[src/rtl/stable_priority_batch_sorter_top_defines.svh]
// Assertion macros shared by the batch sorter RTL.
// No dependencies; modules that assert include this file by name.
`ifndef STABLE_PRIORITY_BATCH_SORTER_TOP_DEFINES_SVH
`define STABLE_PRIORITY_BATCH_SORTER_TOP_DEFINES_SVH

// same-cycle implication, sampled on clock, off during reset
`define SPBS_ASSERT_NOW(label, ante, cons, msg) \
   label: assert property (@(posedge clock) disable iff (reset) (ante) |-> (cons)) \
      else $error(msg);

// next-cycle implication, sampled on clock, off during reset
`define SPBS_ASSERT_NEXT(label, ante, cons, msg) \
   label: assert property (@(posedge clock) disable iff (reset) (ante) |=> (cons)) \
      else $error(msg);

`endif

[src/rtl/spbs_pkg.sv]
// Shared constants, codes and types of the batch sorter.
// No dependencies; imported by every RTL module of the block except spbs_ram.
package spbs_pkg;

   localparam int SPBS_MAX_ENTRIES = 32;
   localparam int SPBS_ID_BITS     = 16;
   localparam int SPBS_FIFO_DEPTH  = 2;

   localparam int ENTRY_ID_W = 16;
   localparam int LEVEL_W    = 2;
   localparam int BATCH_W    = 6;
   localparam int CSR_ADDR_W = 3;
   localparam int CSR_DATA_W = 32;

   localparam logic [BATCH_W-1:0] BATCH_RESET = 6'd32;

   // register index, taken from paddr[2]
   localparam logic REG_BATCH_SIZE = 1'b0;

   localparam logic KIND_STATUS = 1'b0;
   localparam logic KIND_LIST   = 1'b1;

   localparam logic [LEVEL_W-1:0] LVL_HIGH    = 2'd0;
   localparam logic [LEVEL_W-1:0] LVL_INVALID = 2'd3;

   typedef enum logic [1:0] {
      ST_ACCEPTED  = 2'd0,
      ST_DUPLICATE = 2'd1,
      ST_INVALID   = 2'd2,
      ST_FULL      = 2'd3
   } status_type;

   typedef struct packed {
      status_type         status;
      logic [LEVEL_W-1:0] level;
      logic               flush;
   } cmd_ctrl_type;

   localparam int CTRL_W = $bits(cmd_ctrl_type);

endpackage

[src/rtl/spbs_ram.sv]
// Generic single-write, single-read RAM with registered read data.
// No dependencies.
module spbs_ram #(
   parameter int WIDTH = 8,
   parameter int DEPTH = 32,
   localparam int AW = $clog2(DEPTH)
) (
   input  logic             clock,
   input  logic             wr_en,
   input  logic [AW-1:0]    wr_addr,
   input  logic [WIDTH-1:0] wr_data,
   input  logic             rd_en,
   input  logic [AW-1:0]    rd_addr,
   output logic [WIDTH-1:0] rd_data
);

   logic [WIDTH-1:0] mem_ff [DEPTH];
   logic [WIDTH-1:0] rd_data_ff;

   always_ff @(posedge clock) begin
      if (wr_en) begin
         mem_ff[wr_addr] <= wr_data;
      end
      if (rd_en) begin
         rd_data_ff <= mem_ff[rd_addr];
      end
   end

   assign rd_data = rd_data_ff;

endmodule

[src/rtl/spbs_fifo.sv]
// Short command queue between the front and back of the batch sorter.
// Depends on spbs_pkg for the default depth; DEPTH is a power of two.
module spbs_fifo import spbs_pkg::*; #(
   parameter int WIDTH = 8,
   parameter int DEPTH = SPBS_FIFO_DEPTH,
   localparam int AW = $clog2(DEPTH),
   localparam int CW = $clog2(DEPTH + 1)
) (
   input  logic             clock,
   input  logic             reset,
   input  logic             push,
   input  logic [WIDTH-1:0] wr_data,
   output logic             full,
   input  logic             pop,
   output logic [WIDTH-1:0] rd_data,
   output logic             empty
);

   logic [WIDTH-1:0] mem_ff [DEPTH];
   logic [AW-1:0]    wr_ptr_ff, wr_ptr_in;
   logic [AW-1:0]    rd_ptr_ff, rd_ptr_in;
   logic [CW-1:0]    cnt_ff, cnt_in;

   assign full    = (cnt_ff == CW'(DEPTH));
   assign empty   = (cnt_ff == '0);
   assign rd_data = mem_ff[rd_ptr_ff];

   always_comb begin
      wr_ptr_in = push ? wr_ptr_ff + AW'(1) : wr_ptr_ff;
      rd_ptr_in = pop ? rd_ptr_ff + AW'(1) : rd_ptr_ff;
      cnt_in    = cnt_ff;
      if (push && !pop) begin
         cnt_in = cnt_ff + CW'(1);
      end else if (pop && !push) begin
         cnt_in = cnt_ff - CW'(1);
      end
   end

   always_ff @(posedge clock) begin
      if (reset) begin
         wr_ptr_ff <= '0;
         rd_ptr_ff <= '0;
         cnt_ff    <= '0;
      end else begin
         wr_ptr_ff <= wr_ptr_in;
         rd_ptr_ff <= rd_ptr_in;
         cnt_ff    <= cnt_in;
      end
   end

   always_ff @(posedge clock) begin
      if (push) begin
         mem_ff[wr_ptr_ff] <= wr_data;
      end
   end

endmodule

[src/rtl/spbs_front.sv]
// Front end: accepts requests, checks duplicates in parallel, classifies,
// stores accepted entries and queues commands. Depends on spbs_pkg.
`include "stable_priority_batch_sorter_top_defines.svh"
module spbs_front import spbs_pkg::*; #(
   parameter int MAX_ENTRIES = SPBS_MAX_ENTRIES,
   parameter int ID_BITS = SPBS_ID_BITS,
   localparam int CNT_W = $clog2(MAX_ENTRIES + 1),
   localparam int AW = $clog2(MAX_ENTRIES)
) (
   input  logic                  clock,
   input  logic                  reset,
   input  logic [BATCH_W-1:0]    batch_size,
   input  logic                  req_valid,
   output logic                  req_ready,
   input  logic [ENTRY_ID_W-1:0] req_entry_id,
   input  logic [LEVEL_W-1:0]    req_level_code,
   input  logic                  q_full,
   output logic                  q_push,
   output cmd_ctrl_type          cmd_ctrl,
   output logic [ID_BITS-1:0]    cmd_id,
   output logic [CNT_W-1:0]      cmd_total,
   output logic                  ram_we,
   output logic [AW-1:0]         ram_waddr,
   output logic [ID_BITS+1:0]    ram_wdata,
   input  logic                  flush_done
);

   localparam logic [BATCH_W-1:0] MAX_B = BATCH_W'(MAX_ENTRIES);

   logic [ID_BITS-1:0]     ids_ff [MAX_ENTRIES];
   logic [CNT_W-1:0]       count_ff, count_in;
   logic                   busy_ff, busy_in;
   logic [ID_BITS-1:0]     id_w;
   logic [BATCH_W-1:0]     lim_b;
   logic [CNT_W-1:0]       limit;
   logic [CNT_W-1:0]       count_inc;
   logic [MAX_ENTRIES-1:0] hit;
   logic                   is_full;
   logic                   store;
   logic                   accept;

   for (genvar b = 0; b < ID_BITS; b++) begin : g_id
      if (b < ENTRY_ID_W) begin : g_bit
         assign id_w[b] = req_entry_id[b];
      end else begin : g_zero
         assign id_w[b] = 1'b0;
      end
   end

   for (genvar g = 0; g < MAX_ENTRIES; g++) begin : g_cmp
      assign hit[g] = (CNT_W'(g) < count_ff) && (ids_ff[g] == id_w);
   end

   assign lim_b = (batch_size == '0) ? BATCH_W'(1) :
                  (batch_size > MAX_B) ? MAX_B : batch_size;
   assign limit     = lim_b[CNT_W-1:0];
   assign is_full   = (count_ff >= limit);
   assign count_inc = count_ff + CNT_W'(1);

   assign req_ready = !busy_ff && !q_full;
   assign accept    = req_valid && req_ready;
   assign q_push    = accept;
   assign cmd_id    = id_w;

   always_comb begin
      cmd_ctrl.status = ST_ACCEPTED;
      cmd_ctrl.level  = req_level_code;
      cmd_ctrl.flush  = 1'b0;
      cmd_total       = count_ff;
      store           = 1'b0;
      if (is_full) begin
         cmd_ctrl.status = ST_FULL;
         cmd_ctrl.flush  = 1'b1;
      end else if (|hit) begin
         cmd_ctrl.status = ST_DUPLICATE;
      end else if (req_level_code == LVL_INVALID) begin
         cmd_ctrl.status = ST_INVALID;
      end else begin
         store = 1'b1;
         if (count_inc >= limit) begin
            cmd_ctrl.flush = 1'b1;
            cmd_total      = count_inc;
         end
      end
   end

   assign ram_we    = accept && store;
   assign ram_waddr = count_ff[AW-1:0];
   assign ram_wdata = {req_level_code, id_w};

   always_comb begin
      count_in = count_ff;
      busy_in  = busy_ff;
      if (accept && cmd_ctrl.flush) begin
         count_in = '0;
         busy_in  = 1'b1;
      end else if (ram_we) begin
         count_in = count_inc;
      end
      if (flush_done) begin
         busy_in = 1'b0;
      end
   end

   always_ff @(posedge clock) begin
      if (reset) begin
         count_ff <= '0;
         busy_ff  <= 1'b0;
      end else begin
         count_ff <= count_in;
         busy_ff  <= busy_in;
      end
   end

   always_ff @(posedge clock) begin
      if (ram_we) begin
         ids_ff[count_ff[AW-1:0]] <= id_w;
      end
   end

   `SPBS_ASSERT_NOW(a_count_range, 1'b1, count_ff <= CNT_W'(MAX_ENTRIES), "count overflow")
   `SPBS_ASSERT_NEXT(a_flush_blocks, accept && cmd_ctrl.flush, busy_ff && count_ff == '0, "flush not held")
   `SPBS_ASSERT_NOW(a_busy_stall, busy_ff, !req_ready && count_ff == '0, "request taken during flush")

endmodule

[src/rtl/spbs_back.sv]
// Back end: pops commands, emits status results and walks the store by
// level to emit the ordered batch. Depends on spbs_pkg.
`include "stable_priority_batch_sorter_top_defines.svh"
module spbs_back import spbs_pkg::*; #(
   parameter int MAX_ENTRIES = SPBS_MAX_ENTRIES,
   parameter int ID_BITS = SPBS_ID_BITS,
   localparam int CNT_W = $clog2(MAX_ENTRIES + 1),
   localparam int AW = $clog2(MAX_ENTRIES)
) (
   input  logic                  clock,
   input  logic                  reset,
   input  logic                  q_empty,
   output logic                  q_pop,
   input  cmd_ctrl_type          cmd_ctrl,
   input  logic [ID_BITS-1:0]    cmd_id,
   input  logic [CNT_W-1:0]      cmd_total,
   output logic                  ram_re,
   output logic [AW-1:0]         ram_raddr,
   input  logic [ID_BITS+1:0]    ram_rdata,
   output logic                  flush_done,
   output logic                  rsp_valid,
   input  logic                  rsp_ready,
   output logic                  rsp_result_kind,
   output logic [1:0]            rsp_status_code,
   output logic [ENTRY_ID_W-1:0] rsp_out_id,
   output logic [LEVEL_W-1:0]    rsp_out_level,
   output logic                  rsp_last
);

   typedef enum logic [2:0] {
      S_IDLE  = 3'b001,
      S_READ  = 3'b010,
      S_CHECK = 3'b100
   } state_type;

   state_type             state_ff, state_in;
   logic [LEVEL_W-1:0]    lvl_ff, lvl_in;
   logic [AW-1:0]         idx_ff, idx_in;
   logic [CNT_W-1:0]      emitted_ff, emitted_in;
   logic [CNT_W-1:0]      total_ff, total_in;

   logic                  valid_ff, valid_in;
   logic                  kind_ff, kind_in;
   status_type            status_ff, status_in;
   logic [ENTRY_ID_W-1:0] id_ff, id_in;
   logic [LEVEL_W-1:0]    level_ff, level_in;
   logic                  last_ff, last_in;

   logic                  out_free;
   logic                  load;
   logic [ID_BITS-1:0]    id_sel;
   logic [ENTRY_ID_W-1:0] id_ext;
   logic [LEVEL_W-1:0]    rd_level;
   logic                  end_pass;

   assign rd_level = ram_rdata[ID_BITS +: LEVEL_W];
   assign id_sel   = (state_ff == S_IDLE) ? cmd_id : ram_rdata[ID_BITS-1:0];

   for (genvar b = 0; b < ENTRY_ID_W; b++) begin : g_out
      if (b < ID_BITS) begin : g_bit
         assign id_ext[b] = id_sel[b];
      end else begin : g_zero
         assign id_ext[b] = 1'b0;
      end
   end

   assign out_free  = !valid_ff || rsp_ready;
   assign ram_re    = (state_ff == S_READ);
   assign ram_raddr = idx_ff;
   assign end_pass  = (CNT_W'(idx_ff) + CNT_W'(1) == total_ff);

   always_comb begin
      state_in   = state_ff;
      lvl_in     = lvl_ff;
      idx_in     = idx_ff;
      emitted_in = emitted_ff;
      total_in   = total_ff;
      q_pop      = 1'b0;
      flush_done = 1'b0;
      load       = 1'b0;
      kind_in    = KIND_STATUS;
      status_in  = ST_ACCEPTED;
      id_in      = id_ext;
      level_in   = lvl_ff;
      last_in    = 1'b1;
      case (state_ff)
         S_IDLE: begin
            if (!q_empty && out_free) begin
               q_pop     = 1'b1;
               load      = 1'b1;
               status_in = cmd_ctrl.status;
               level_in  = cmd_ctrl.level;
               last_in   = !(cmd_ctrl.flush && cmd_total != '0);
               if (cmd_ctrl.flush && cmd_total != '0) begin
                  state_in   = S_READ;
                  lvl_in     = LVL_HIGH;
                  idx_in     = '0;
                  emitted_in = '0;
                  total_in   = cmd_total;
               end
            end
         end
         S_READ: begin
            state_in = S_CHECK;
         end
         S_CHECK: begin
            if (rd_level != lvl_ff || out_free) begin
               if (rd_level == lvl_ff) begin
                  load       = 1'b1;
                  kind_in    = KIND_LIST;
                  last_in    = (emitted_ff + CNT_W'(1) == total_ff);
                  emitted_in = emitted_ff + CNT_W'(1);
               end
               if (load && last_in) begin
                  flush_done = 1'b1;
                  state_in   = S_IDLE;
               end else begin
                  state_in = S_READ;
                  if (end_pass) begin
                     idx_in = '0;
                     lvl_in = lvl_ff + LEVEL_W'(1);
                  end else begin
                     idx_in = idx_ff + AW'(1);
                  end
               end
            end
         end
         default: begin
            state_in = S_IDLE;
         end
      endcase
      valid_in = load ? 1'b1 : (valid_ff && !rsp_ready);
   end

   always_ff @(posedge clock) begin
      if (reset) begin
         state_ff <= S_IDLE;
         valid_ff <= 1'b0;
      end else begin
         state_ff <= state_in;
         valid_ff <= valid_in;
      end
   end

   always_ff @(posedge clock) begin
      lvl_ff     <= lvl_in;
      idx_ff     <= idx_in;
      emitted_ff <= emitted_in;
      total_ff   <= total_in;
      if (load) begin
         kind_ff   <= kind_in;
         status_ff <= status_in;
         id_ff     <= id_in;
         level_ff  <= level_in;
         last_ff   <= last_in;
      end
   end

   assign rsp_valid       = valid_ff;
   assign rsp_result_kind = kind_ff;
   assign rsp_status_code = status_ff;
   assign rsp_out_id      = id_ff;
   assign rsp_out_level   = level_ff;
   assign rsp_last        = last_ff;

   `SPBS_ASSERT_NOW(a_scan_count, state_ff != S_IDLE, emitted_ff < total_ff, "scan past batch end")
   `SPBS_ASSERT_NOW(a_scan_level, state_ff != S_IDLE, lvl_ff != LVL_INVALID, "scan level overrun")
   `SPBS_ASSERT_NEXT(a_done_last, flush_done, valid_ff && last_ff && kind_ff == KIND_LIST, "flush end without last")

endmodule

[src/rtl/stable_priority_batch_sorter_top.sv]
// Stable priority batch sorter: top level with the batch size register.
// Depends on spbs_pkg, spbs_front, spbs_fifo, spbs_ram and spbs_back.
//
// Usage:
//   req channel (valid/ready) offers an entry id and a level code. Every
//   request yields one status result on the rsp channel (valid/ready). When
//   a request completes a batch, or finds the batch already full, the status
//   result is followed by all held entries, level 0 first, arrival order
//   within a level; rsp_last marks the final result of the request.
//   csr port: batch_size at byte address 0, written while the block is idle.
//   A status result is held in the command queue, then in the output register.
//   Throughput: 1 request per cycle while no batch completes and rsp_ready
//   stays high. A completing request walks the store once per level pass,
//   reading each held entry through the single RAM read port (S_READ, then
//   S_CHECK), and req_ready stays low until the last list result
//   is loaded.
//   Reset empties the store and sets batch_size to 32; no clearing pass.
//   A stalled rsp side holds the output register; the 2-entry queue then
//   fills and req_ready drops.
module stable_priority_batch_sorter_top import spbs_pkg::*; #(
   parameter int MAX_ENTRIES = SPBS_MAX_ENTRIES,
   parameter int ID_BITS = SPBS_ID_BITS,
   localparam int CNT_W = $clog2(MAX_ENTRIES + 1),
   localparam int AW = $clog2(MAX_ENTRIES),
   localparam int QW = CTRL_W + ID_BITS + CNT_W
) (
   input  logic                  clock,
   input  logic                  reset,
   input  logic                  req_valid,
   output logic                  req_ready,
   input  logic [ENTRY_ID_W-1:0] req_entry_id,
   input  logic [LEVEL_W-1:0]    req_level_code,
   output logic                  rsp_valid,
   input  logic                  rsp_ready,
   output logic                  rsp_result_kind,
   output logic [1:0]            rsp_status_code,
   output logic [ENTRY_ID_W-1:0] rsp_out_id,
   output logic [LEVEL_W-1:0]    rsp_out_level,
   output logic                  rsp_last,
   input  logic                  csr_psel,
   input  logic                  csr_penable,
   input  logic                  csr_pwrite,
   input  logic [CSR_ADDR_W-1:0] csr_paddr,
   input  logic [CSR_DATA_W-1:0] csr_pwdata,
   output logic [CSR_DATA_W-1:0] csr_prdata,
   output logic                  csr_pready
);

   logic [BATCH_W-1:0] batch_ff, batch_in;
   logic               csr_hit;

   cmd_ctrl_type       f_ctrl, b_ctrl;
   logic [ID_BITS-1:0] f_id, b_id;
   logic [CNT_W-1:0]   f_total, b_total;
   logic [QW-1:0]      q_wdata, q_rdata;
   logic               q_push, q_pop, q_full, q_empty;

   logic               ram_we, ram_re;
   logic [AW-1:0]      ram_waddr, ram_raddr;
   logic [ID_BITS+1:0] ram_wdata, ram_rdata;
   logic               flush_done;

   assign csr_pready = 1'b1;
   assign csr_hit    = (csr_paddr[2] == REG_BATCH_SIZE);
   assign csr_prdata = csr_hit ? CSR_DATA_W'(batch_ff) : '0;
   assign batch_in   = (csr_psel && csr_penable && csr_pwrite && csr_hit) ?
                       csr_pwdata[BATCH_W-1:0] : batch_ff;

   always_ff @(posedge clock) begin
      if (reset) begin
         batch_ff <= BATCH_RESET;
      end else begin
         batch_ff <= batch_in;
      end
   end

   spbs_front #(
      .MAX_ENTRIES(MAX_ENTRIES),
      .ID_BITS(ID_BITS)
   ) u_front (
      .clock(clock),
      .reset(reset),
      .batch_size(batch_ff),
      .req_valid(req_valid),
      .req_ready(req_ready),
      .req_entry_id(req_entry_id),
      .req_level_code(req_level_code),
      .q_full(q_full),
      .q_push(q_push),
      .cmd_ctrl(f_ctrl),
      .cmd_id(f_id),
      .cmd_total(f_total),
      .ram_we(ram_we),
      .ram_waddr(ram_waddr),
      .ram_wdata(ram_wdata),
      .flush_done(flush_done)
   );

   assign q_wdata = {f_ctrl, f_id, f_total};
   assign b_ctrl  = q_rdata[QW-1 -: CTRL_W];
   assign b_id    = q_rdata[CNT_W +: ID_BITS];
   assign b_total = q_rdata[CNT_W-1:0];

   spbs_fifo #(
      .WIDTH(QW),
      .DEPTH(SPBS_FIFO_DEPTH)
   ) u_queue (
      .clock(clock),
      .reset(reset),
      .push(q_push),
      .wr_data(q_wdata),
      .full(q_full),
      .pop(q_pop),
      .rd_data(q_rdata),
      .empty(q_empty)
   );

   spbs_ram #(
      .WIDTH(ID_BITS + LEVEL_W),
      .DEPTH(MAX_ENTRIES)
   ) u_store (
      .clock(clock),
      .wr_en(ram_we),
      .wr_addr(ram_waddr),
      .wr_data(ram_wdata),
      .rd_en(ram_re),
      .rd_addr(ram_raddr),
      .rd_data(ram_rdata)
   );

   spbs_back #(
      .MAX_ENTRIES(MAX_ENTRIES),
      .ID_BITS(ID_BITS)
   ) u_back (
      .clock(clock),
      .reset(reset),
      .q_empty(q_empty),
      .q_pop(q_pop),
      .cmd_ctrl(b_ctrl),
      .cmd_id(b_id),
      .cmd_total(b_total),
      .ram_re(ram_re),
      .ram_raddr(ram_raddr),
      .ram_rdata(ram_rdata),
      .flush_done(flush_done),
      .rsp_valid(rsp_valid),
      .rsp_ready(rsp_ready),
      .rsp_result_kind(rsp_result_kind),
      .rsp_status_code(rsp_status_code),
      .rsp_out_id(rsp_out_id),
      .rsp_out_level(rsp_out_level),
      .rsp_last(rsp_last)
   );

endmodule

[config.mk]
export PLATFORM = sky130hd
export DESIGN_NAME = stable_priority_batch_sorter_top
export DESIGN_NICKNAME = d
export VERILOG_FILES = /design/src/rtl/spbs_pkg.sv /design/src/rtl/spbs_ram.sv /design/src/rtl/spbs_fifo.sv /design/src/rtl/spbs_front.sv /design/src/rtl/spbs_back.sv /design/src/rtl/stable_priority_batch_sorter_top.sv
export VERILOG_INCLUDE_DIRS = /design/src /design/src/rtl
export SDC_FILE = /design/constraint.sdc
export NUM_CORES = 1
export LEC_CHECK = 0
export CAP_MARGIN = 15
export CORE_MARGIN = 2
export CORE_UTILIZATION = 45
export CTS_CLUSTER_SIZE = 20
export DETAILED_ROUTE_END_ITERATION = 10
export DONT_BUFFER_PORTS = 1
export GPL_TIMING_DRIVEN = 0
export PLACE_DENSITY = 0.66
export SLEW_MARGIN = 30
export SYNTH_ARGS = -nofsm -noshare
export SYNTH_HDL_FRONTEND = slang
export SYNTH_SLANG_ARGS = --single-unit
[constraint.sdc]
create_clock -name clock -period 6.2 [get_ports clock]
set_input_delay 1.24 -clock clock [delete_from_list [all_inputs] [get_ports clock]]
set_output_delay 1.24 -clock clock [all_outputs]
set_load 0.02 [all_outputs]
-- Word-level counts from Yosys, hierarchy flattened
Memory sizes are Yosys's and may differ from the RTL's. A register that Yosys moved wholly into a read port is not among the register bits.
Cells that the tools add are included.
Widths: inputs -> output; s select.
- add/subtract/negate cells: 9
- magnitude comparators: 35
- eq/ne operators: 47
- mux-type cells: 67
- bitwise gates (word level): 1
- reduce and logical (&&, ||, !) cells: 70
- operator list (operator ; count):
    $eq 16x16->1 ; 32
    $lt 5x6->1 const A ; 16
    $mux 6 ; 11
    $lt 4x6->1 const A ; 8
    $logic_and 1x1->1 ; 45
    $reduce_or 32->1 ; 1
    $mux 1 ; 28
    $mux 2 ; 13
    $mux 5 ; 5
    $lt 3x6->1 const A ; 4
    $mux 16 ; 1
    $add 6x1->6 const B ; 2
    $eq 6x6->1 ; 2
    $ge 6x6->1 ; 2
    $lt 1x6->1 const A ; 2
    $lt 2x6->1 const A ; 2
    $pmux 6 s2 ; 1
    $pmux 5 s2 ; 1
    $reduce_and 5->1 ; 2
    $mux 3 ; 3
    $pmux 3 s3 ; 1
    $logic_not 1->1 ; 8
    $add 5x1->6 const B ; 1
    $gt 6x6->1 const B ; 1
    other kinds (24) ; 37
- register bits after elaboration: 62
- memory bits (writable): 1142
- input bits: 60
- output and inout port bits: 57
- word-level logic and storage cells: 249
- memories: 3
- memories (memory ; depth ; bits a word ; rd ports ; clocked after memory_dff ; write ports ; RTL line ; RTL):
    u_store.mem_ff ; 32 ; 18 ; 1 ; 1 ; 1 ; spbs_ram.sv:17 ; logic [WIDTH-1:0] mem_ff [DEPTH];
    u_front.ids_ff ; 32 ; 16 ; 32 ; 0 ; 1 ; spbs_front.sv:30 ; logic [ID_BITS-1:0] ids_ff [MAX_ENTRIES];
    u_queue.mem_ff ; 2 ; 27 ; 1 ; 1 ; 1 ; spbs_fifo.sv:19 ; logic [WIDTH-1:0] mem_ff [DEPTH];

-- Longest topological paths before layout
Gate-level depths: netlist (run 1).
- depth in word-level cells: 10
- mapped depth: 14
- depth with buffers taken out: 14

-- By module
A second synthesis (run 1) with hierarchy kept.
- cell total of the unflattened synthesis: 3145
- area, all modules: 51334.2 sq um
- by module, submodules not included (module ; instances ; cells each ; area each (sq um)):
    spbs_ram ; 1 ; 1278 ; 23231.0
    spbs_front ; 1 ; 1533 ; 23186.0
    spbs_back ; 1 ; 166 ; 2225.9
    spbs_fifo ; 1 ; 106 ; 2153.3
    stable_priority_batch_sorter_top ; 1 ; 62 ; 538.0

-- Worst setup path after synthesis (run 1)
No wires, ideal clock.
- path type: input to register
- start point: input req_entry_id[1]
- end point: memory u_front.ids_ff[27][0] (netlist name) (enable)
- library setup time: 439 ps
- arrival time: 4822 ps
- data required time: 5761 ps
- path slack: 939 ps
- stages on the path: 11
- cells stage by stage: buf_2 > buf_4 > buf_4 > xnor2_1 > nand4_1 > nor3_1 > nor4_1 > nand4_1 > nor3_4 > nand2_2 > nor4_1
- word-level cells in the longest chain between the ends: 8
- elaborated cells between the ends (all ways): 70
- those cells by class: 32 x eq/ne; 4 x mux; 34 x reduce/logical
- ends and longest elaborated chain (element ; RTL line ; RTL):
    from (decl) ; stable_priority_batch_sorter_top.sv:31 ; input logic [ENTRY_ID_W-1:0] req_entry_id,
    $eq 16x16->1 ; spbs_front.sv:51 ; assign hit[g] = (CNT_W'(g) < count_ff) && (ids_ff[g] == id_w);
    $logic_and 1x1->1 ; spbs_front.sv:51 ;
    $reduce_or 32->1 (*) ; spbs_front.sv:74 ; end else if (|hit) begin
    $mux 1 (*) ; spbs_front.sv:74 ;
    $mux 1 (*) ; spbs_front.sv:71 ; if (is_full) begin
    $logic_and 1x1->1 (*) ; spbs_front.sv:87 ; assign ram_we = accept && store;
    $mux 1 (*) ; spbs_front.sv:116 ; if (ram_we) begin
    $mux 1 (not written as such) (*) ; spbs_front.sv:117 ; ids_ff[count_ff[AW-1:0]] <= id_w;
    to (decl) ; spbs_front.sv:30 ;
Every way passes the cells marked *; elsewhere a longest branch is shown, timed or not.

-- Worst setup path in the final report (run 1)
- start point: register u_front.count_ff[1]
- end point: memory u_store.mem_ff[18][17] (netlist name) (enable)
- word-level cells in the longest chain between the ends: 8
- elaborated cells between the ends (all ways): 71
- those cells by class: 33 x order compare; 4 x mux; 34 x reduce/logical
- ends and longest elaborated chain (element ; RTL line ; RTL):
    from (decl) ; spbs_front.sv:31 ; logic [CNT_W-1:0] count_ff, count_in;
    from (signal assigned) ; spbs_front.sv:110 ; count_ff <= count_in;
    $lt 1x6->1, or another cell as far along ; spbs_front.sv:51 ;
    $logic_and 1x1->1 ; spbs_front.sv:51 ;
    $reduce_or 32->1 ; spbs_front.sv:74 ;
    $mux 1 ; spbs_front.sv:74 ;
    $mux 1 ; spbs_front.sv:71 ;
    $logic_and 1x1->1 ; spbs_front.sv:87 ;
    $mux 1 ; spbs_ram.sv:21 ; if (wr_en) begin
    $mux 1 (not written as such) ; spbs_ram.sv:22 ; mem_ff[wr_addr] <= wr_data;
    to (decl) ; spbs_ram.sv:17 ;
Several ways; a longest one is shown, not always the timed one.

==> results of run 1 <==
## flip-flops by register name (all words and copies together) (netlist names), 2 cells and up, named ones only
register / count
u_front.ids_ff: 480
u_store.mem_ff: 96
u_queue.mem_ff: 54
u_store.rd_data: 18
u_back.rsp_out_id: 16
batch_ff: 6
u_back.emitted_ff: 6
u_back.total_ff: 6
u_front.count_ff: 6
u_back.ram_raddr: 5
u_back.state_ff: 3
u_back.lvl_ff: 2
u_back.rsp_out_level: 2
u_back.rsp_status_code: 2
u_queue.cnt_ff: 2
## power by group through the flow
stage	combinational [mW]	clock, mW	sequential (mW)
2_1_floorplan	1.61	0	5.89
3_3_place_gp	2.54	0	5.92
3_5_place_dp	2.60	0	5.92
4_1_cts	2.61	4.51	5.82
5_1_grt	2.73	4.68	5.84
6_report	2.66	4.48	5.82
## synthesized netlist by cell type, types with 3 or more instances
master	instances
nor2_1	66
buf_4	44
or3_1	4
nor4_1	95
mux2_2	24
buf_2	51
a21o_1	8
o21a_1	3
and3_1	7
nor2b_1	6
clkbuf_1	42
ha_1	20
nor3_1	45
nor3b_1	3
inv_1	22
mux4_2	180
a2111oi_0	3
buf_1	20
nand2b_1	3
xor2_1	327
a31oi_1	6
nand3_1	32
o22ai_1	3
o21ai_0	14
nand2_1	22
a21oi_1	36
nand4_1	55
mux2i_1	27
edfxtp_1	689
dfxtp_1	22
xnor2_1	220
## worst min path at each step
stage                                  from           endpoint  slack (ns)  cells after the start
after global placement      u_front.busy_ff    u_front.busy_ff        0.48                      1
after detailed placement  u_queue.rd_ptr_ff  u_queue.rd_ptr_ff        0.49                      2
after floorplan                 batch_ff[5]        batch_ff[5]        0.46                      1
after global routing            batch_ff[5]        batch_ff[5]        0.52                      1
after CTS                       batch_ff[5]        batch_ff[5]        0.50                      1
final                           batch_ff[5]        batch_ff[5]        0.50                      1
## layer usage
metal	global-route usage (%)	vias up	wire length, um
li1	-	8498	-
met1	43.9	11000	47500
met2	45.4	1560	52100
met3	6.42	264	14000
met4	13.9	6	6420
met5	0	-	36
## cell families after synthesis
| family | after synthesis |
|---|---|
| XOR/XNOR | 547 |
| AO/OA/AOI/OAI | 95 |
| AND/OR/NAND/NOR | 350 |
| flip-flops | 711 |
| buffers and inverters | 179 |
| adder cells (fa/ha/maj) | 20 |
| multiplexers | 231 |
| other | 2 |
## area by class of cell
type | instances | area (um2) | area share [%]
buffer | 157 | 840 | 2.17
clock buffer | 96 | 2000 | 5.17
clock inverter | 35 | 387 | 1.00
inverter | 22 | 82.6 | 0.214
multi-input combinational | 1270 | 12400 | 32.2
sequential | 711 | 21100 | 54.7
tap | 978 | 1220 | 3.17
timing repair buffer | 69 | 520 | 1.35
## worst max-delay path, cell delays in order (launching register included)
cell       delay, ns
dfxtp_1         0.36
clkbuf_1        0.34
inv_1           0.39
ha_1            0.46
inv_1           0.38
a2111oi_0       0.60
o22ai_1         0.16
nor4_2          0.54
nand4_2         0.36
nor3_4          0.40
nand2_2         0.33
buf_2           0.35
nor3_2          0.53
buf_4           0.31
buf_4           0.20
## metrics by stage
stage          TNS [ns]  setup WS, ns  hold WS (ns)  utilization, %  std cells
2_1_floorplan         0         0.939         0.459               -       2160
3_3_place_gp    -675.52         -1.94         0.476            47.0       3138
3_5_place_dp     -0.202       -0.0200         0.487            47.9       3207
4_1_cts               0         0.480         0.503            51.1       3338
5_1_grt               0         0.130         0.516            51.1       3338
6_report              0         0.184         0.500            51.1       3338
## layout by cell type, fill, tap and decap left out, types with 14 or more instances in the layout
cell type and instances:
a21oi_1 36, buf_2 71, buf_4 95, clkbuf_1 56
clkbuf_16 77, conb_1 27, dfxtp_1 22, edfxtp_1 689
ha_1 20, inv_1 22, mux2_2 24, mux2i_1 27
mux4_2 180, nand2_1 21, nand3_1 32, nand4_1 55
nor2_1 65, nor3_1 21, nor3_2 24, nor4_1 90
o21ai_0 14, xnor2_1 220, xor2_1 327
==> results.json, run 1 <==
{
  "status": "completed",
  "antenna_found_initial": 9,
  "grt_pass1_vias": 20800,
  "grt.total_usage_pct": 30.7,
  "synthDistinctLibCells": 55,
  "diodes": 0,
  "die_height_um": 280,
  "hold_path_class": "flop to flop",
  "synthFlopType": "edfxtp_1",
  "syn_area_per_cell_um2": 16.0,
  "setup_viol": 0,
  "synth_edf_count": 689,
  "drive_above_1_share_pct": 22.6,
  "power.density_mw_per_mm2": 336,
  "synth_fa_ha_area_share_pct": 0.732,
  "clock_sinks": 711,
  "clkPwrFrac_pct": 34.6,
  "power_frac_seq_pct": 44.9,
  "cts_made_buffers": 77,
  "comb_power_share_pct": 20.5,
  "post_cts_resized": 0,
  "cts_tree": "built",
  "synth_compound_area_share_pct": 1.77,
  "regToRegSetupSlack_ns": 0.18,
  "postCtsHoldBufs": 0,
  "period_minus_slack_ns": 6.02,
  "die_w_um": 280,
  "switching_power_mw": 3.79,
  "place_area_mm2": 0.0362,
  "ys_seq_area_share_pct": 61.8,
  "finalHoldViolCount": 0,
  "maxCapViolCount": 0,
  "synth_cells": 2135,
  "gp_congestion": 1.06,
  "clock.fmax_ghz": 0.166,
  "cts_root_buffer": "clkbuf_16",
  "cp-endpoint": "u_store.mem_ff[18][17]",
  "cp_max_fo": 10,
  "drtPass1Iterations": 5,
  "cp-start-kind": "flop",
  "rr_startpoint": "u_front.count_ff[1]",
  "crit_start": "u_front.count_ff[1]",
  "synth-simple-area-share_pct": 5.62,
  "synthMuxAreaShare_pct": 13.4,
  "nets": 2388,
  "critPathCaptureType": "flop",
  "critPathKind": "flop to flop",
  "reg2reg_to": "u_store.mem_ff[18][17]",
  "detail_route.iter0.violations": 3697,
  "synth_xor_area_share_pct": 14.0,
  "core_area_mm2": 0.0756,
  "cts_max_level": 3,
  "io_buffers": 0,
  "worst_slew_margin_rel_pct": 25.5,
  "p_int_mw": 9.17,
  "routed_wl_mm": 120,
  "cts_setup_buffers": 0,
  "drc": 0,
  "peakVddDrop_v": 0.000231,
  "stdcell_area_mm2": 0.0386,
  "sw_frac_of_total_pct": 29.3,
  "start_util_pct": 45.3,
  "report.final.slew_viol_count": 0,
  "ioPinCount": 117,
  "worst_slew_pin_slew_ns": 1.12,
  "wire_per_inst_um": 36.0,
  "synth_top_family_by_area": "XOR/XNOR gates",
  "drtAntennaViolNets": 0,
  "clk_path_buf_depth": 3,
  "fin_crit_sh_pct": 97.0,
  "grt_pass1_wl_mm": 164,
  "vias": 21300,
  "syn-cell-area_mm2": 0.0342,
  "dieArea_mm2": 0.0782,
  "syn2layout_area_growth_pct": 12.9,
  "p_leak_nw": 12.6,
  "total_power_mw": 13.0,
  "path_clk_slew_ns": 0.06,
  "grt.overflow.total": 0,
  "cp.required_ns": 6.55,
  "rsz0062_at_grt": "false",
  "arrival_ns": 6.37,
  "clock_latency_ns": 0.65,
  "synth_area_leaders": "edfxtp_1 60%, mux4_2 12%, xor2_1 8.4%, xnor2_1 5.6%, nor4_1 1.7%",
  "yosysTopAreaCellShare_pct": 60.5,
  "place_hpwl_mm": 87.3,
  "vias_per_cell": 6.39,
  "ys_ff_latch": 711,
  "yosysTopAreaCell": "edfxtp_1",
  "finalClockSkew_ns": 0.0324,
  "num_rows": 101,
  "fill_cells": 6180,
  "worst-r2r-cell-count": 14,
  "grt_max_degree": 39,
  "yosys_warnings": 0,
  "synth-async-reset-ratio_pct": 0
}
Note: power is estimated with default switching activity, not from simulation.
==> inputs of run 2 (changes only) <==
- SYNTH_HIERARCHICAL: default -> 1
==> run 2 against run 1 <==
  * Die area up 49%
  * Synthesized cell count rose by 47%
  * Register-to-register slack better by 0.13 ns
  * Cell area rose by 50%
  * Flip-flop and latch count increased by 512
  * Cell count grew 47%
  * Combinational power increased by 3%
  * Clock power up 64%
  * Clock-buffer cell count increased by 55
  * Clock skew grew 0.0026 ns
  * Critical path type unchanged
==> results.json, run 2 <==
{
  "yosysTopAreaCellShare_pct": 70.3,
  "maxCapViolCount": 0,
  "wire_per_inst_um": 27.8,
  "regToRegSetupSlack_ns": 0.32,
  "synthFlopType": "edfxtp_1",
  "gp_congestion": 0.896,
  "worstHoldStart": "batch_ff[0]",
  "start_util_pct": 45.5,
  "reg2reg_to": "u_store/mem_ff[0][8]",
  "syn_area_per_cell_um2": 16.3,
  "synth_cells": 3145,
  "peakVddDrop_v": 0.000278,
  "cp_max_fo": 18,
  "post_cts_resized": 0,
  "place_hpwl_mm": 83.7,
  "synthDistinctLibCells": 74,
  "grt_pass1_wl_mm": 193,
  "rsz0062_at_grt": "false",
  "finalClockSkew_ns": 0.0350,
  "critPathKind": "flop to flop",
  "top_register": "u_store/mem_ff",
  "vias": 28100,
  "clkPwrFrac_pct": 37.2,
  "fill_cells": 9144,
  "power.density_mw_per_mm2": 340,
  "ioPinCount": 117,
  "worst-r2r-cell-count": 13,
  "worst_slew_margin_rel_pct": 34.4,
  "routed_wl_mm": 137,
  "grt_pass1_vias": 26900,
  "final_cell_mix": "1201 x edfxtp_1, 295 x mux2i_1, 284 x xor2_1, 264 x xnor2_1, 122 x clkbuf_16",
  "arrival_ns": 6.23,
  "worst_hold_path.endpoint": "batch_ff[0]",
  "power_frac_seq_pct": 48.9,
  "timing.hold.ws_ns": 0.493,
  "setup_ws_ns": 0.318,
  "die_height_um": 342,
  "synth_common_cells": "1201 x edfxtp_1, 295 x mux2i_1, 284 x xor2_1",
  "cts_tree": "built",
  "clock_latency_ns": 0.73,
  "finalHoldViolCount": 0,
  "clock.fmax_ghz": 0.170,
  "status": "completed",
  "comb_power_share_pct": 13.9,
  "grt.overflow.total": 0,
  "dieArea_mm2": 0.117,
  "grt.total_usage_pct": 23.1,
  "syn-cell-area_mm2": 0.0513,
  "period_minus_slack_ns": 5.88,
  "path_clk_slew_ns": 0.06,
  "synth_area_leaders": "edfxtp_1 70%, mux2i_1 5.8%, xor2_1 4.8%, xnor2_1 4.5%, buf_4 1.5%",
  "sw_frac_of_total_pct": 25.8,
  "io_buffers": 0,
  "setup_viol": 0,
  "p_int_mw": 14.6,
  "worst_slew_pin_slew_ns": 0.975,
  "cts_root_buffer": "clkbuf_16",
  "cts_made_buffers": 121,
  "dp_slack_ns": -0.106,
  "syn2layout_area_growth_pct": 13.0,
  "clk_path_buf_depth": 3,
  "core_area_mm2": 0.113,
  "grt_max_degree": 36,
  "p_leak_nw": 19.4,
  "cp.required_ns": 6.55,
  "vias_per_cell": 5.72,
  "die_w_um": 342,
  "cp-start-kind": "flop",
  "cts_max_level": 3,
  "largest_reg_flops": 576,
  "antenna_found_initial": 6,
  "drive_above_1_share_pct": 16.2,
  "hold_depth": 2,
  "drtAntennaViolNets": 0,
  "ys_seq_area_share_pct": 71.1,
  "nets": 3404,
  "critPathCaptureType": "flop",
  "rr_startpoint": "u_front/count_ff[1]",
  "report.final.slew_viol_count": 0,
  "num_rows": 123,
  "drc": 0,
  "fin_crit_sh_pct": 94.9,
  "synth_edf_count": 1201,
  "yosysTopAreaCell": "edfxtp_1",
  "total_power_mw": 19.7,
  "ys_ff_latch": 1223,
  "postCtsHoldBufs": 0,
  "synth-async-reset-ratio_pct": 0,
  "layout_commonest_cell": "edfxtp_1",
  "clock_sinks": 1223,
  "switching_power_mw": 5.08,
  "detail_route.iter0.violations": 2943,
  "hold_path_class": "flop to flop",
  "drtPass1Iterations": 6,
  "synth.most_common_cell": "edfxtp_1",
  "yosys_warnings": 6,
  "cts_setup_buffers": 0
}
## run 2: cells by family after synthesis
family	Yosys count	synth area share, %
buffers and inverters	247	3.25
XOR/XNOR	551	9.47
AND/OR/NAND/NOR	533	5.82
AO/OA/AOI/OAI	229	3.10
adder cells (fa/ha/maj)	21	0.512
flip-flops	1223	71.1
multiplexers	339	6.72
other	2	0.0146
## run 2: routing by layer
| layer | part of all wire, % | GRT usage (%) |
|---|---|---|
| met1 | 41 | 31.2 |
| met2 | 47 | 37.7 |
| met3 | 7.5 | 3.87 |
| met4 | 3.9 | 8.77 |
| met5 | 0.020 | 0 |
## run 2: metrics by stage
| stage | cell area, um2 | setup TNS, ns | std cells | util (%) |
|---|---|---|---|---|
| after detailed placement | 54000 | -8.66 | 4700 | 47.9 |
| after CTS | 58000 | 0 | 4921 | 51.4 |
| after global placement | 53300 | -478.18 | 4670 | 47.3 |
| after global routing | 58000 | 0 | 4921 | 51.4 |
| after floorplan | 51400 | 0 | 3170 | - |
| final | 58000 | 0 | 4922 | 51.4 |
## run 2: critical path, cell delays in order, from the launching register on
cell      delay [ns]
dfxtp_1         0.40
clkbuf_1        0.36
inv_1           0.20
ha_1            0.40
o21ai_0         0.21
nand2_1         0.15
nor4_1          0.11
nor4_1          0.65
nand4_1         0.50
nor3_2          0.58
buf_2           0.41
or3b_2          0.47
clkbuf_2        0.41
nor2_4          0.64
## run 2: worst max path at each step
stage / cells past startpoint / from / slack, ns / endpoint
3_3_place_gp: 13 / req_entry_id[0] / -1.09 / u_store/mem_ff[8][7]
4_1_cts: 13 / u_front/count_ff[1] / 0.51 / u_store/mem_ff[0][3]
3_5_place_dp: 13 / req_entry_id[1] / -0.11 / u_store/mem_ff[20][6]
6_report: 13 / u_front/count_ff[1] / 0.32 / u_store/mem_ff[0][8]
5_1_grt: 13 / u_front/count_ff[1] / 0.26 / u_store/mem_ff[0][6]
2_1_floorplan: 14 / req_entry_id[8] / 1.34 / u_store/mem_ff[12][0]
## run 2: final cells by class
cell class | instances | area (um2) | area share (%)
Antenna cell | 1 | 2.50 | 0.00431
Tap cell | 1500 | 1880 | 3.24
Buffer | 231 | 1610 | 2.77
Sequential cell | 1223 | 36500 | 62.9
Clock buffer | 151 | 3160 | 5.45
Inverter | 16 | 60.1 | 0.104
Multi-Input combinational cell | 1700 | 13500 | 23.3
Clock inverter | 70 | 815 | 1.40
Timing Repair Buffer | 30 | 425 | 0.734
## run 2: power groups by stage
stage               Sequential [mW]  Clock, mW  Combinational (mW)
global placement               9.83          0                2.64
detailed placement             9.82          0                2.70
CTS                            9.66       7.43                2.72
global route                   9.68       7.75                2.88
floorplan                      9.78          0                1.77
finish                         9.65       7.34                2.74
